$ cat src/sv/hcle_pkg.sv
// hcle_pkg: types and constants for the content-length header extractor
// transaction structs, per-line parse state and the header name table
// no dependencies
package hcle_pkg;

  localparam int unsigned NameLen  = 14;
  localparam int unsigned NameIdxW = 4;
  localparam int unsigned ValueW   = 64;

  localparam logic [7:0] ChCr    = 8'h0D;
  localparam logic [7:0] ChLf    = 8'h0A;
  localparam logic [7:0] ChSpace = 8'h20;
  localparam logic [7:0] ChTab   = 8'h09;
  localparam logic [7:0] ChColon = 8'h3A;
  localparam logic [7:0] ChPlus  = 8'h2B;
  localparam logic [7:0] ChMinus = 8'h2D;
  localparam logic [7:0] ChZero  = 8'h30;
  localparam logic [7:0] ChNine  = 8'h39;

  typedef enum logic [1:0] {
    SIGN_NONE,
    SIGN_PLUS,
    SIGN_MINUS,
    SIGN_UNSIGNED
  } sign_e;

  typedef enum logic [1:0] {
    DIG_NONE,
    DIG_IN,
    DIG_DONE,
    DIG_EMPTY
  } digit_e;

  typedef struct packed {
    logic [7:0] byte_in;
    logic       last_byte;
  } in_t;

  typedef struct packed {
    logic              found;
    logic [ValueW-1:0] length_value;
  } out_t;

  typedef struct packed {
    logic [NameIdxW-1:0] name_idx;
    logic                mismatch;
    logic                colon;
    sign_e               sign;
    digit_e              digit;
    logic [ValueW-1:0]   acc;
    logic                ovf;
  } line_t;

  localparam line_t LineReset = '{
    name_idx: '0,
    mismatch: 1'b0,
    colon:    1'b0,
    sign:     SIGN_NONE,
    digit:    DIG_NONE,
    acc:      '0,
    ovf:      1'b0
  };

  // expected header name, one character per matched position
  function automatic logic [7:0] name_char(logic [NameIdxW-1:0] idx);
    logic [7:0] ch;
    unique case (idx)
      4'd0:    ch = 8'h43; // C
      4'd1:    ch = 8'h6F; // o
      4'd2:    ch = 8'h6E; // n
      4'd3:    ch = 8'h74; // t
      4'd4:    ch = 8'h65; // e
      4'd5:    ch = 8'h6E; // n
      4'd6:    ch = 8'h74; // t
      4'd7:    ch = 8'h2D; // -
      4'd8:    ch = 8'h4C; // L
      4'd9:    ch = 8'h65; // e
      4'd10:   ch = 8'h6E; // n
      4'd11:   ch = 8'h67; // g
      4'd12:   ch = 8'h74; // t
      4'd13:   ch = 8'h68; // h
      default: ch = 8'h00;
    endcase
    return ch;
  endfunction

endpackage

$ cat src/sv/http_content_length_extractor.sv
// http_content_length_extractor: finds the Content-Length value in a header block
// input register, one-byte line parser with a x10 multiply-add, result register
// depends on hcle_pkg
//
// usage:
//   the input channel (in_valid_i, in_stall_o, in_i) carries one header byte per
//   transaction, with last_byte marking the final byte of a block. the output
//   channel (out_valid_o, out_stall_i, out_o) carries one transaction per block:
//   found and the 64-bit length value (0 when nothing was found).
//   one byte is taken every cycle while the input is not stalled. a byte is
//   parsed while it sits in the input register, and the result of a block is
//   loaded into the output register as its last byte leaves the parser.
//   the per-byte rate is set by the accumulator update, one multiply by ten
//   and add per cycle, which carries state from each byte to the next.
//   while a result waits on a stalled receiver, ordinary bytes keep flowing;
//   the input stalls only when another last byte reaches the parser before the
//   waiting result is taken.
//   reset empties both registers and clears all parse state.
module http_content_length_extractor
  import hcle_pkg::*;
(
  input  logic clk_i,
  input  logic rst_ni,
  input  logic in_valid_i,
  output logic in_stall_o,
  input  in_t  in_i,
  output logic out_valid_o,
  input  logic out_stall_i,
  output out_t out_o
);

  logic              s1_valid_q, s1_valid_d;
  in_t               s1_q;
  logic              have_q, have_d;
  logic [ValueW-1:0] mag_q, mag_d;
  logic              neg_q, neg_d;
  logic              cr_q, cr_d;
  line_t             line_q, line_d;
  logic              out_valid_q, out_valid_d;
  logic              out_found_q;
  logic [ValueW-1:0] out_mag_q;
  logic              out_neg_q;

  logic              in_accept, advance, produce, out_take;
  logic [7:0]        ch;
  logic              is_ws, is_digit, crlf, finishing, eval_ok;
  logic [ValueW+3:0] prod;
  line_t             lc, eval_line;
  logic              new_have;
  logic [ValueW-1:0] new_mag;
  logic              new_neg;

  // handshake
  assign out_take    = out_valid_q && !out_stall_i;
  assign advance     = s1_valid_q && !(s1_q.last_byte && out_valid_q && out_stall_i);
  assign produce     = advance && s1_q.last_byte;
  assign in_stall_o  = s1_valid_q && !advance;
  assign in_accept   = in_valid_i && !in_stall_o;
  assign s1_valid_d  = in_accept || (s1_valid_q && !advance);
  assign out_valid_d = produce || (out_valid_q && !out_take);

  // byte classification
  assign ch       = s1_q.byte_in;
  assign is_ws    = (ch == ChSpace) || ((ch >= ChTab) && (ch <= ChCr));
  assign is_digit = (ch >= ChZero) && (ch <= ChNine);
  assign crlf     = (ch == ChLf) && cr_q;
  assign prod     = {1'b0, line_q.acc, 3'b000} + {3'b000, line_q.acc, 1'b0}
                  + {{(ValueW){1'b0}}, ch[3:0]};

  // line state after one non-whitespace character
  always_comb begin
    lc = line_q;
    if (!line_q.colon) begin
      if (ch == ChColon) begin
        lc.colon = 1'b1;
        if (line_q.name_idx != NameIdxW'(NameLen)) begin
          lc.mismatch = 1'b1;
        end
      end else if (!line_q.mismatch) begin
        if ((line_q.name_idx < NameIdxW'(NameLen)) && (ch == name_char(line_q.name_idx))) begin
          lc.name_idx = line_q.name_idx + 1'b1;
        end else begin
          lc.mismatch = 1'b1;
        end
      end
    end else if (!line_q.mismatch &&
                 ((line_q.digit == DIG_NONE) || (line_q.digit == DIG_IN))) begin
      if (is_digit) begin
        if (!line_q.ovf) begin
          if (prod[ValueW+3:ValueW] != 4'b0000) begin
            lc.ovf = 1'b1;
          end else begin
            lc.acc = prod[ValueW-1:0];
          end
        end
        lc.digit = DIG_IN;
        if (line_q.sign == SIGN_NONE) begin
          lc.sign = SIGN_UNSIGNED;
        end
      end else if ((line_q.sign == SIGN_NONE) && ((ch == ChPlus) || (ch == ChMinus))) begin
        lc.sign = (ch == ChPlus) ? SIGN_PLUS : SIGN_MINUS;
      end else begin
        lc.digit = (line_q.digit == DIG_IN) ? DIG_DONE : DIG_EMPTY;
        if (line_q.sign == SIGN_NONE) begin
          lc.sign = SIGN_UNSIGNED;
        end
      end
    end
  end

  // line end and result update
  always_comb begin
    eval_line = (crlf || is_ws) ? line_q : lc;
    finishing = crlf || s1_q.last_byte;
    eval_ok   = eval_line.colon && !eval_line.mismatch && !eval_line.ovf &&
                ((eval_line.digit == DIG_IN) || (eval_line.digit == DIG_DONE));
    new_have  = have_q || (finishing && eval_ok);
    new_mag   = (finishing && eval_ok) ? eval_line.acc : mag_q;
    new_neg   = (finishing && eval_ok) ? (eval_line.sign == SIGN_MINUS) : neg_q;

    have_d = have_q;
    mag_d  = mag_q;
    neg_d  = neg_q;
    cr_d   = cr_q;
    line_d = line_q;
    if (advance) begin
      if (s1_q.last_byte) begin
        have_d = 1'b0;
        mag_d  = '0;
        neg_d  = 1'b0;
        cr_d   = 1'b0;
        line_d = LineReset;
      end else begin
        have_d = new_have;
        mag_d  = new_mag;
        neg_d  = new_neg;
        cr_d   = crlf ? 1'b0 : (ch == ChCr);
        line_d = finishing ? LineReset : eval_line;
      end
    end
  end

  always_ff @(posedge clk_i or negedge rst_ni) begin
    if (!rst_ni) begin
      s1_valid_q  <= 1'b0;
      out_valid_q <= 1'b0;
      have_q      <= 1'b0;
      mag_q       <= '0;
      neg_q       <= 1'b0;
      cr_q        <= 1'b0;
      line_q      <= LineReset;
    end else begin
      s1_valid_q  <= s1_valid_d;
      out_valid_q <= out_valid_d;
      have_q      <= have_d;
      mag_q       <= mag_d;
      neg_q       <= neg_d;
      cr_q        <= cr_d;
      line_q      <= line_d;
    end
  end

  always_ff @(posedge clk_i) begin
    if (in_accept) begin
      s1_q <= in_i;
    end
    if (produce) begin
      out_found_q <= new_have;
      out_mag_q   <= new_have ? new_mag : '0;
      out_neg_q   <= new_have && new_neg;
    end
  end

  assign out_valid_o        = out_valid_q;
  assign out_o.found        = out_found_q;
  assign out_o.length_value = out_neg_q ? (ValueW'(0) - out_mag_q) : out_mag_q;

  a_plain_byte_no_stall: assert property (@(posedge clk_i) disable iff (!rst_ni)
    (s1_valid_q && !s1_q.last_byte) |-> !in_stall_o)
    else $error("input stalled on a byte that is not last");

  a_clear_after_block: assert property (@(posedge clk_i) disable iff (!rst_ni)
    produce |=> (!have_q && !cr_q && !line_q.colon && (line_q.name_idx == '0)))
    else $error("parse state not cleared after a block");

  a_empty_result_zero: assert property (@(posedge clk_i) disable iff (!rst_ni)
    !have_q |-> ((mag_q == '0) && !neg_q))
    else $error("stored value without a found flag");

  a_name_idx_range: assert property (@(posedge clk_i) disable iff (!rst_ni)
    line_q.name_idx <= NameIdxW'(NameLen))
    else $error("name index past the header name");

endmodule

$ cat config.mk
export PLATFORM = sky130hd
export DESIGN_NAME = http_content_length_extractor
export DESIGN_NICKNAME = d
export VERILOG_FILES = /design/src/sv/hcle_pkg.sv /design/src/sv/http_content_length_extractor.sv
export SDC_FILE = /design/constraint.sdc
export NUM_CORES = 1
export LEC_CHECK = 0
export BUFFER_PORTS_ARGS = -buffer_cell sky130_fd_sc_hd__buf_2
export CORE_MARGIN = 2
export CORE_UTILIZATION = 35
export CTS_CLUSTER_DIAMETER = 80
export DETAILED_ROUTE_END_ITERATION = 8
export RECOVER_POWER = 50
export SETUP_SLACK_MARGIN = 0.4
export SYNTH_ARGS = -nofsm -noshare
export SYNTH_HDL_FRONTEND = slang
export SYNTH_SLANG_ARGS = --single-unit
$ cat constraint.sdc
create_clock -name clk_i -period 6.1 [get_ports clk_i]
set_input_delay 1.525 -clock clk_i [delete_from_list [all_inputs] [get_ports clk_i]]
set_output_delay 1.525 -clock clk_i [all_outputs]
set_load 0.01 [all_outputs]
### After elaboration in Yosys (flattened, before gate mapping)

Memory sizes are Yosys's and may differ from the RTL's.
Cells that the tools add are included.

* memories: 1
* bits of input ports: 13
* flip-flop bits (word level): 219
* bits in read-only memories: 112

* equality and inequality tests: 16
* multiplexer cells: 34
* magnitude comparators: 5
* reduce and logical (&&, ||, !) cells: 41
* add/sub/neg operators: 4

Memory list
* (no name shown): words 16, width 7, read ports 1, clocked after Yosys merged registers in 0, wr ports 0, RTL line hcle_pkg.sv:67 `unique case (idx)`

Operators with widths (count)
* 2-to-1 mux 64 bit: 4
* 2-to-1 mux 75 bit: 3
* 2-to-1 mux 69 bit: 2
* 2-to-1 mux 65 bit: 2
* adder 67 x 65 -> 68 bit: 1
* adder 68 x 4 -> 68 bit: 1
* subtractor 1 x 64 -> 64 bit (first input constant): 1
* == test 8 x 6 -> 1 bit (second input constant): 4
* 2-to-1 mux 8 bit: 3
* logical AND 1 bit: 19
* == test 8 x 4 -> 1 bit (second input constant): 2
* 2-to-1 mux 4 bit: 3
* 2-to-1 mux 1 bit: 11
* logical OR 1 bit: 9
* == test 8 bit: 1
* >= comparator 8 x 4 -> 1 bit (second input constant): 1
* >= comparator 8 x 6 -> 1 bit (second input constant): 1
* <= comparator 8 x 4 -> 1 bit (second input constant): 1
* <= comparator 8 x 6 -> 1 bit (second input constant): 1
* zero test 1 bit: 8
* 2-to-1 mux 2 bit: 4
* 2-to-1 mux 6 bit: 1
* != test 3 x 2 -> 1 bit (second input constant): 2
* != test 3 bit (second input constant): 2
* 10 further kinds: 13

### Logic depth before layout (Yosys ltp)

Gate-level depths: netlist of the first run.
An unclocked memory read counts as a cell.

* depth in word-level cells: 18
* mapped depth: 16

### Least setup slack after synthesis of the first run

Ideal clock, no wire load.

* path kind: register to output
* start point: register out_mag_q[14]
* end point: output port out_o[63] in the netlist's numbering
* path slack: 1.008 ns
* data arrival time: 3.567 ns
* cell stages (with the launch flop): 12
* cell sequence: edfxtp_1 -> or4_4 -> or4_1 -> or2_1 -> or4_4 -> or2_4 -> or4_4 -> inv_2 -> nand2_1 -> o31ai_4 -> nand3_1 -> xor2_1

RTL lines
* from (decl): RTL line http_content_length_extractor.sv:41 `logic [ValueW-1:0] out_mag_q;`
* from (signal assigned): RTL line http_content_length_extractor.sv:169 `out_mag_q <= new_have ? new_mag : '0;`
* to (decl): RTL line http_content_length_extractor.sv:29 `output out_t out_o`

==> impl_metrics.yaml, run 1 <==
route:
  wl_um: 40870
  via_count: 12710
  drt_iter0_markers: 810
  drtAntennaViolNets: 0
  via_per_inst: 5.585
  wl_per_cell_um: 17.96
  dr.pass1.iters: 5
  drc: 0
finish:
  num_antenna_cells: 0
  syn2layout_area_growth_pct: 12.79
  drive_gt1_share_pct: 11.10
  fin_util_pct: 40.07
  final_nets: 1812
run_status:
  violations: "max-capacitance violations, max-slew violations"
  status: "finished, violations left"
sta:
  setup_viol: 0
  max_freq_ghz: 0.1705
  timing.setup.tns_ns: 0
  finalCriticalPeriod_ns: 5.863
  tightest_slew_ns: 2.697
  relSlewSlack_pct: -79.81
  finalHoldViolations: 0
  fin_skew_ns: 0.01321
  rsz0062_at_grt: "yes"
  maxSlewViolCount: 85
  final.period_utilization_pct: 96.12
synth:
  ys_ff_latch: 219
  ys_seq_area_share_pct: 37.19
  ys_types: 69
  yosysTopAreaCellShare_pct: 22.89
  async_flop_share_pct: 65.75
  ys_top_cells_by_area: "dfrtp_1 (23%), edfxtp_1 (14%), ha_1 (11%), mux2i_1 (8.1%), xnor2_1 (4.9%)"
  synth-edff-count: 75
  yosysTopAreaCell: "dfrtp_1"
  syn-cell-area_um2: 15750
  syn_avg_cell_area_um2: 9.737
  synth_fp_nets: 1765
  synth_ff_type: "dfrtp_1"
  ys.warnings.count: 0
  yosys-top-cells-count: "nand2_1 (164), dfrtp_1 (144), ha_1 (133)"
  yosysMostFrequentCell: "nand2_1"
  synth_cells: 1617
setup_path:
  crit_top_cell: "or4_4"
  worstPathArrival_ns: 4.34
  worstSetupStartpoint: "out_mag_q[6]"
  r2r-start: "ch[3]"
  worst_ep_required_time_ns: 4.58
  cp-start-kind: "register"
  endpoint_kind: "output port"
  worst_path_max_delay_cell: "or4_4"
  critPathMaxStageDelay_ns: 0.56
  cp_cell_sequence: "or4_4 -> or4_4 -> or4_4 -> or2_4 -> or4_4 -> inv_4 -> nand2_4 -> o31ai_4 -> buf_4 -> buf_6 -> nand2_2 -> xor2_1 -> buf_2"
  worstSetupPathType: "reg2out"
  crit_fanout: 6
die:
  ios: 80
  die_w_um: 216.1
  die_area_um2: 46700
  rows: 77
  die_h_um: 216.1
  start_util_pct: 35.53
  fp.coreArea_um2: 44320
clock_tree:
  cts_buffers: 26
  clock-sinks: 219
  tritoncts: "done"
  cts_buffer_depth: 3
  ctsHoldBuffers: 0
  clk_latency_ns: 0.54
  htreeDepth: 1
  root_buffer: "clkbuf_16"
  clk_pin_slew_worst_paths_ns: 0.06
global_route:
  track_usage_pct: 17.36
  grt_pass1_vias: 12580
  grt_pass1_wl_um: 67270
  grt_max_degree: 55
  overflow: 0
  grt_antenna_before_repair: 0
power_and_ir_drop:
  p_leak_uw: 0.007987
  powerDensity_nw_per_um2: 187.3
  ir_drop_mv: 0.1685
place:
  dpl.hpwl_um: 30260
  gp_congestion: 0.9028
  portBuffers: 79
min_path:
  worstHoldStart: "neg_q"
  hold_path.class: "reg2reg"
flow_run:
  maxCapViolations: 2
-- path summary, 6_finish.rpt --
check | cells past startpoint | end | slack [ns]
hold reg to reg | 1 | neg_q | 0.48
min in group asynchronous | 1 | mag_q[9] | 1.83
setup reg to reg | 16 | line_q[31] | 0.95
hold / removal | 1 | neg_q | 0.48
max in group asynchronous | 2 | line_q[47] | 1.80
setup / recovery | 13 | out_o[51] | 0.24
-- what timing repair did --
item | in CTS | in global routing
gates resized for setup | 22 | 8
setup endpoints to repair | 19 | 20
pin swaps | 3 | 4
buffers inserted | 11 | 2
-- kinds of logic after synthesis --
family          Yosys count  synth area share [%]
compound gates          475                 21.24
simple gates            407                 12.41
flops                   219                 37.19
fa+ha+maj               135                 10.82
buf+inv                 128                 3.242
mux                     128                 8.137
xor+xnor                125                 6.953
-- cell type report --
cell class              instances  area, um2
multi-input cells            1270       9502
fillers                      4349      26560
clock buffers                  36      749.5
inverters                      32      122.6
clock inverters                12      117.6
well taps                     592      740.7
repair buffers                115      669.4
flip-flops and latches        219       5857
-- sequential cells by signal, summed over array words and instances, names as in the netlist, 8 cells and up --
name	count
line_q	75
mag_q	64
out_mag_q	64
ch	8
-- power by group --
part	internal [uW]	switching, uW	total, uW
clock	943	625	1570
combinational	62.0	128	190
sequential	1540	23.3	1570
-- critical path: cells and delay by family (launching register included) --
| family | cells | cell delay, ns |
|---|---|---|
| buf+inv | 4 | 0.50 |
| xor+xnor | 1 | 0.15 |
| flops | 1 | 0.45 |
| compound gates | 1 | 0.24 |
| simple gates | 7 | 2.48 |
-- layer usage --
metal,track usage (%),wire [um]
met5,0,0
met4,3.836,746
met3,1.881,1230
met2,28.86,18950
met1,24.35,19940
-- stage by stage --
stage               total power (uW)  setup slack [ns]  cells  hold WS [ns]  cell area, um2
floorplan                       1693             1.008   1617        0.4496           15750
global placement                1782            0.5703   2215        0.4595           16720
detailed placement              1785            0.4977   2215        0.4732           16720
CTS                             3371            0.1904   2274        0.4869           17740
global route                    3443           0.07552   2276        0.4940           17760
finish                          3325            0.2366   2276        0.4788           17760
-- layout by cell type (no fill, tap or decap), drive strengths merged, types with 5 or more instances in the layout --
master / instances
a211oi: 15
a21boi: 5
a21o: 31
a21oi: 100
a221oi: 6
a22o: 60
a31oi: 9
and2: 11
buf: 98
clkbuf: 53
clkinv: 7
dfrtp: 144
edfxtp: 75
ha: 133
inv: 34
mux2i: 128
nand2: 164
nand2b: 12
nand3: 21
nand4: 27
nor2: 75
nor2b: 7
nor3: 22
nor4: 9
o21a: 10
o21ai: 82
o21bai: 16
o2bb2ai: 65
o31ai: 27
o41ai: 15
or2: 9
or3: 20
or4: 15
xnor2: 88
xor2: 37
Power figures use the tool's default switching activity.
==> run 2, diff against run 1 <==
--- a/config.mk
+++ b/config.mk
@@ -10,6 +10,7 @@
 export CORE_UTILIZATION = 35
 export CTS_CLUSTER_DIAMETER = 80
 export DETAILED_ROUTE_END_ITERATION = 8
+export GPL_TIMING_DRIVEN = 0
 export RECOVER_POWER = 50
 export SETUP_SLACK_MARGIN = 0.4
 export SYNTH_ARGS = -nofsm -noshare
==> run 2 against run 1 <==
  * The flow still finishes with violations (max-capacitance violations, max-slew violations)
  * Hold slack improved by 0.0075 ns
  * Maximum frequency decreased by 0.90%
  * Count of clock-buffer cells in the layout is 5 higher
  * Final area increased by 2.3%
  * Flip-flop and latch count did not move
  * Clock skew rose by 0.012 ns
  * Highest routed layer unchanged
==> impl_metrics.yaml, run 2 (same netlist as run 1, synthesis figures left out) <==
setup_path:
  endpoint_kind: "output port"
  r2r_cells: 15
  r2r-start: "ch[3]"
  crit_fanout: 5
  worstSetupPathType: "reg2out"
  reg2reg_to: "out_mag_q[58]"
  worstPathArrival_ns: 4.39
  worst_ep_required_time_ns: 4.58
  cp-start-kind: "register"
  worstSetupStartpoint: "out_mag_q[14]"
  r2r_setup_slack_ns: 0.35
finish:
  design_area_um2: 18170
  final_cell_mix: "nand2_1 (160), dfrtp_1 (144), ha_1 (133), mux2i_1 (121), a21oi_1 (99)"
  syn2layout_area_growth_pct: 15.42
  fin_util_pct: 41.01
  top_register: "line_q"
  layout_commonest_cell: "nand2_1"
  largest_register_ffs: 75
  drive_gt1_share_pct: 11.70
  num_antenna_cells: 0
  reg_top3: "line_q (75), mag_q (64), out_mag_q (64)"
  final_nets: 1894
  fillCellCount: 4411
die:
  die_h_um: 216.1
  fp.coreArea_um2: 44320
  ios: 80
  start_util_pct: 35.53
  rows: 77
  die_area_um2: 46700
  die_w_um: 216.1
sta:
  hold-worst-slack_ns: 0.4864
  max_freq_ghz: 0.1690
  setup_viol: 0
  timing.setup.tns_ns: 0
  fin_skew_ns: 0.02480
  finalCriticalPeriod_ns: 5.917
  tightest_slew_ns: 3.741
  final.period_utilization_pct: 96.99
  maxSlewViolCount: 132
  finalHoldViolations: 0
  relSlewSlack_pct: -149.4
  rsz0062_at_grt: "yes"
min_path:
  hold_path.class: "reg2reg"
  holdPathEnd: "mag_q[57]"
  worstHoldStart: "mag_q[57]"
  holdPathStages: 1
power_and_ir_drop:
  p_leak_uw: 0.008142
  ir_drop_mv: 0.1871
  powerDensity_nw_per_um2: 188.0
clock_tree:
  clock-sinks: 219
  htreeDepth: 1
  clk_pin_slew_worst_paths_ns: 0.06
  cts_buffer_depth: 3
  clk_latency_ns: 0.57
  root_buffer: "clkbuf_16"
  tritoncts: "done"
  ctsHoldBuffers: 0
  cts_buffers: 29
global_route:
  grt_max_degree: 82
  overflow: 0
  grt_pass1_wl_um: 73150
  grt_antenna_before_repair: 0
  track_usage_pct: 19.43
  grt_pass1_vias: 13120
place:
  gp_congestion: 0.8973
  portBuffers: 79
  dpl.hpwl_um: 34210
  dpl-instance-area_um2: 16920
flow_run:
  maxCapViolations: 2
route:
  wl_um: 45230
  wl_per_cell_um: 19.16
  drc: 0
  dr.pass1.iters: 5
  drt_iter0_markers: 936
  via_per_inst: 5.589
  via_count: 13200
  drtAntennaViolNets: 0
run_status:
  violations: "max-capacitance violations, max-slew violations"
  status: "finished, violations left"
==> run 2: power by group <==
group | total (uW) | internal (uW) | switching [uW]
Sequential | 1570 | 1550 | 21.5
Clock | 1640 | 971 | 673
Combinational | 205 | 65.3 | 139
==> run 2: cell type report <==
cell class                 instances  area [um2]  share of cell area [%]
timing repair buffer              98       533.0                   2.933
clock buffer                      41       810.8                   4.462
buffer                            96       392.9                   2.162
sequential                       219        5856                   32.22
multi-input combinational       1270        9603                   52.84
inverter                          32       122.6                  0.6747
clock inverter                    13       113.9                  0.6265
tap                              592       740.7                   4.076
==> run 2: worst max-delay path by stage <==
stage | end | slack [ns] | depth (start not counted)
2_1_floorplan | out_o[63] | 1.01 | 11
3_3_place_gp | out_mag_q[62] | 0.14 | 15
3_5_place_dp | out_mag_q[61] | 0.07 | 15
4_1_cts | out_o[63] | 0.15 | 12
5_1_grt | out_o[61] | 0.07 | 13
6_report | out_o[61] | 0.18 | 13
==> run 2: metal layers <==
metal / global-route usage [%] / wire [um] / share of wire, % / up-vias
met5: 0 / 0 / 0 / -
met4: 5.548 / 1337 / 3.0 / 0
met3: 2.919 / 2288 / 5.1 / 74
met2: 30.73 / 20050 / 44 / 348
met1: 27.55 / 21550 / 48 / 6436
li1: - / - / - / 6338
==> run 2: repair_timing <==
| item | in CTS | in global routing |
|---|---|---|
| buffers inserted | 12 | 6 |
| setup endpoints to repair | 86 | 141 |
| gates resized for setup | 28 | 31 |
| pin swaps | 6 | 8 |
==> run 2: per-stage QoR <==
step	setup WS, ns	instances	power [uW]
global placement	0.1445	2288	1791
floorplan	1.008	1617	1693
CTS	0.1501	2355	3455
finish	0.1834	2361	3416
detailed placement	0.07406	2289	1796
global route	0.07181	2361	3544
==> run 2: worst max-delay path, cell delays in order (launching register included) <==
cell and delay [ns]:
edfxtp_1 0.39, or4_4 0.55, or4_4 0.44, or2_4 0.25, or4_4 0.46, or2_4 0.25
or4_4 0.46, inv_4 0.09, buf_4 0.10, buf_6 0.09, nand3_4 0.13, o41ai_2 0.28
xnor2_1 0.18, buf_2 0.16
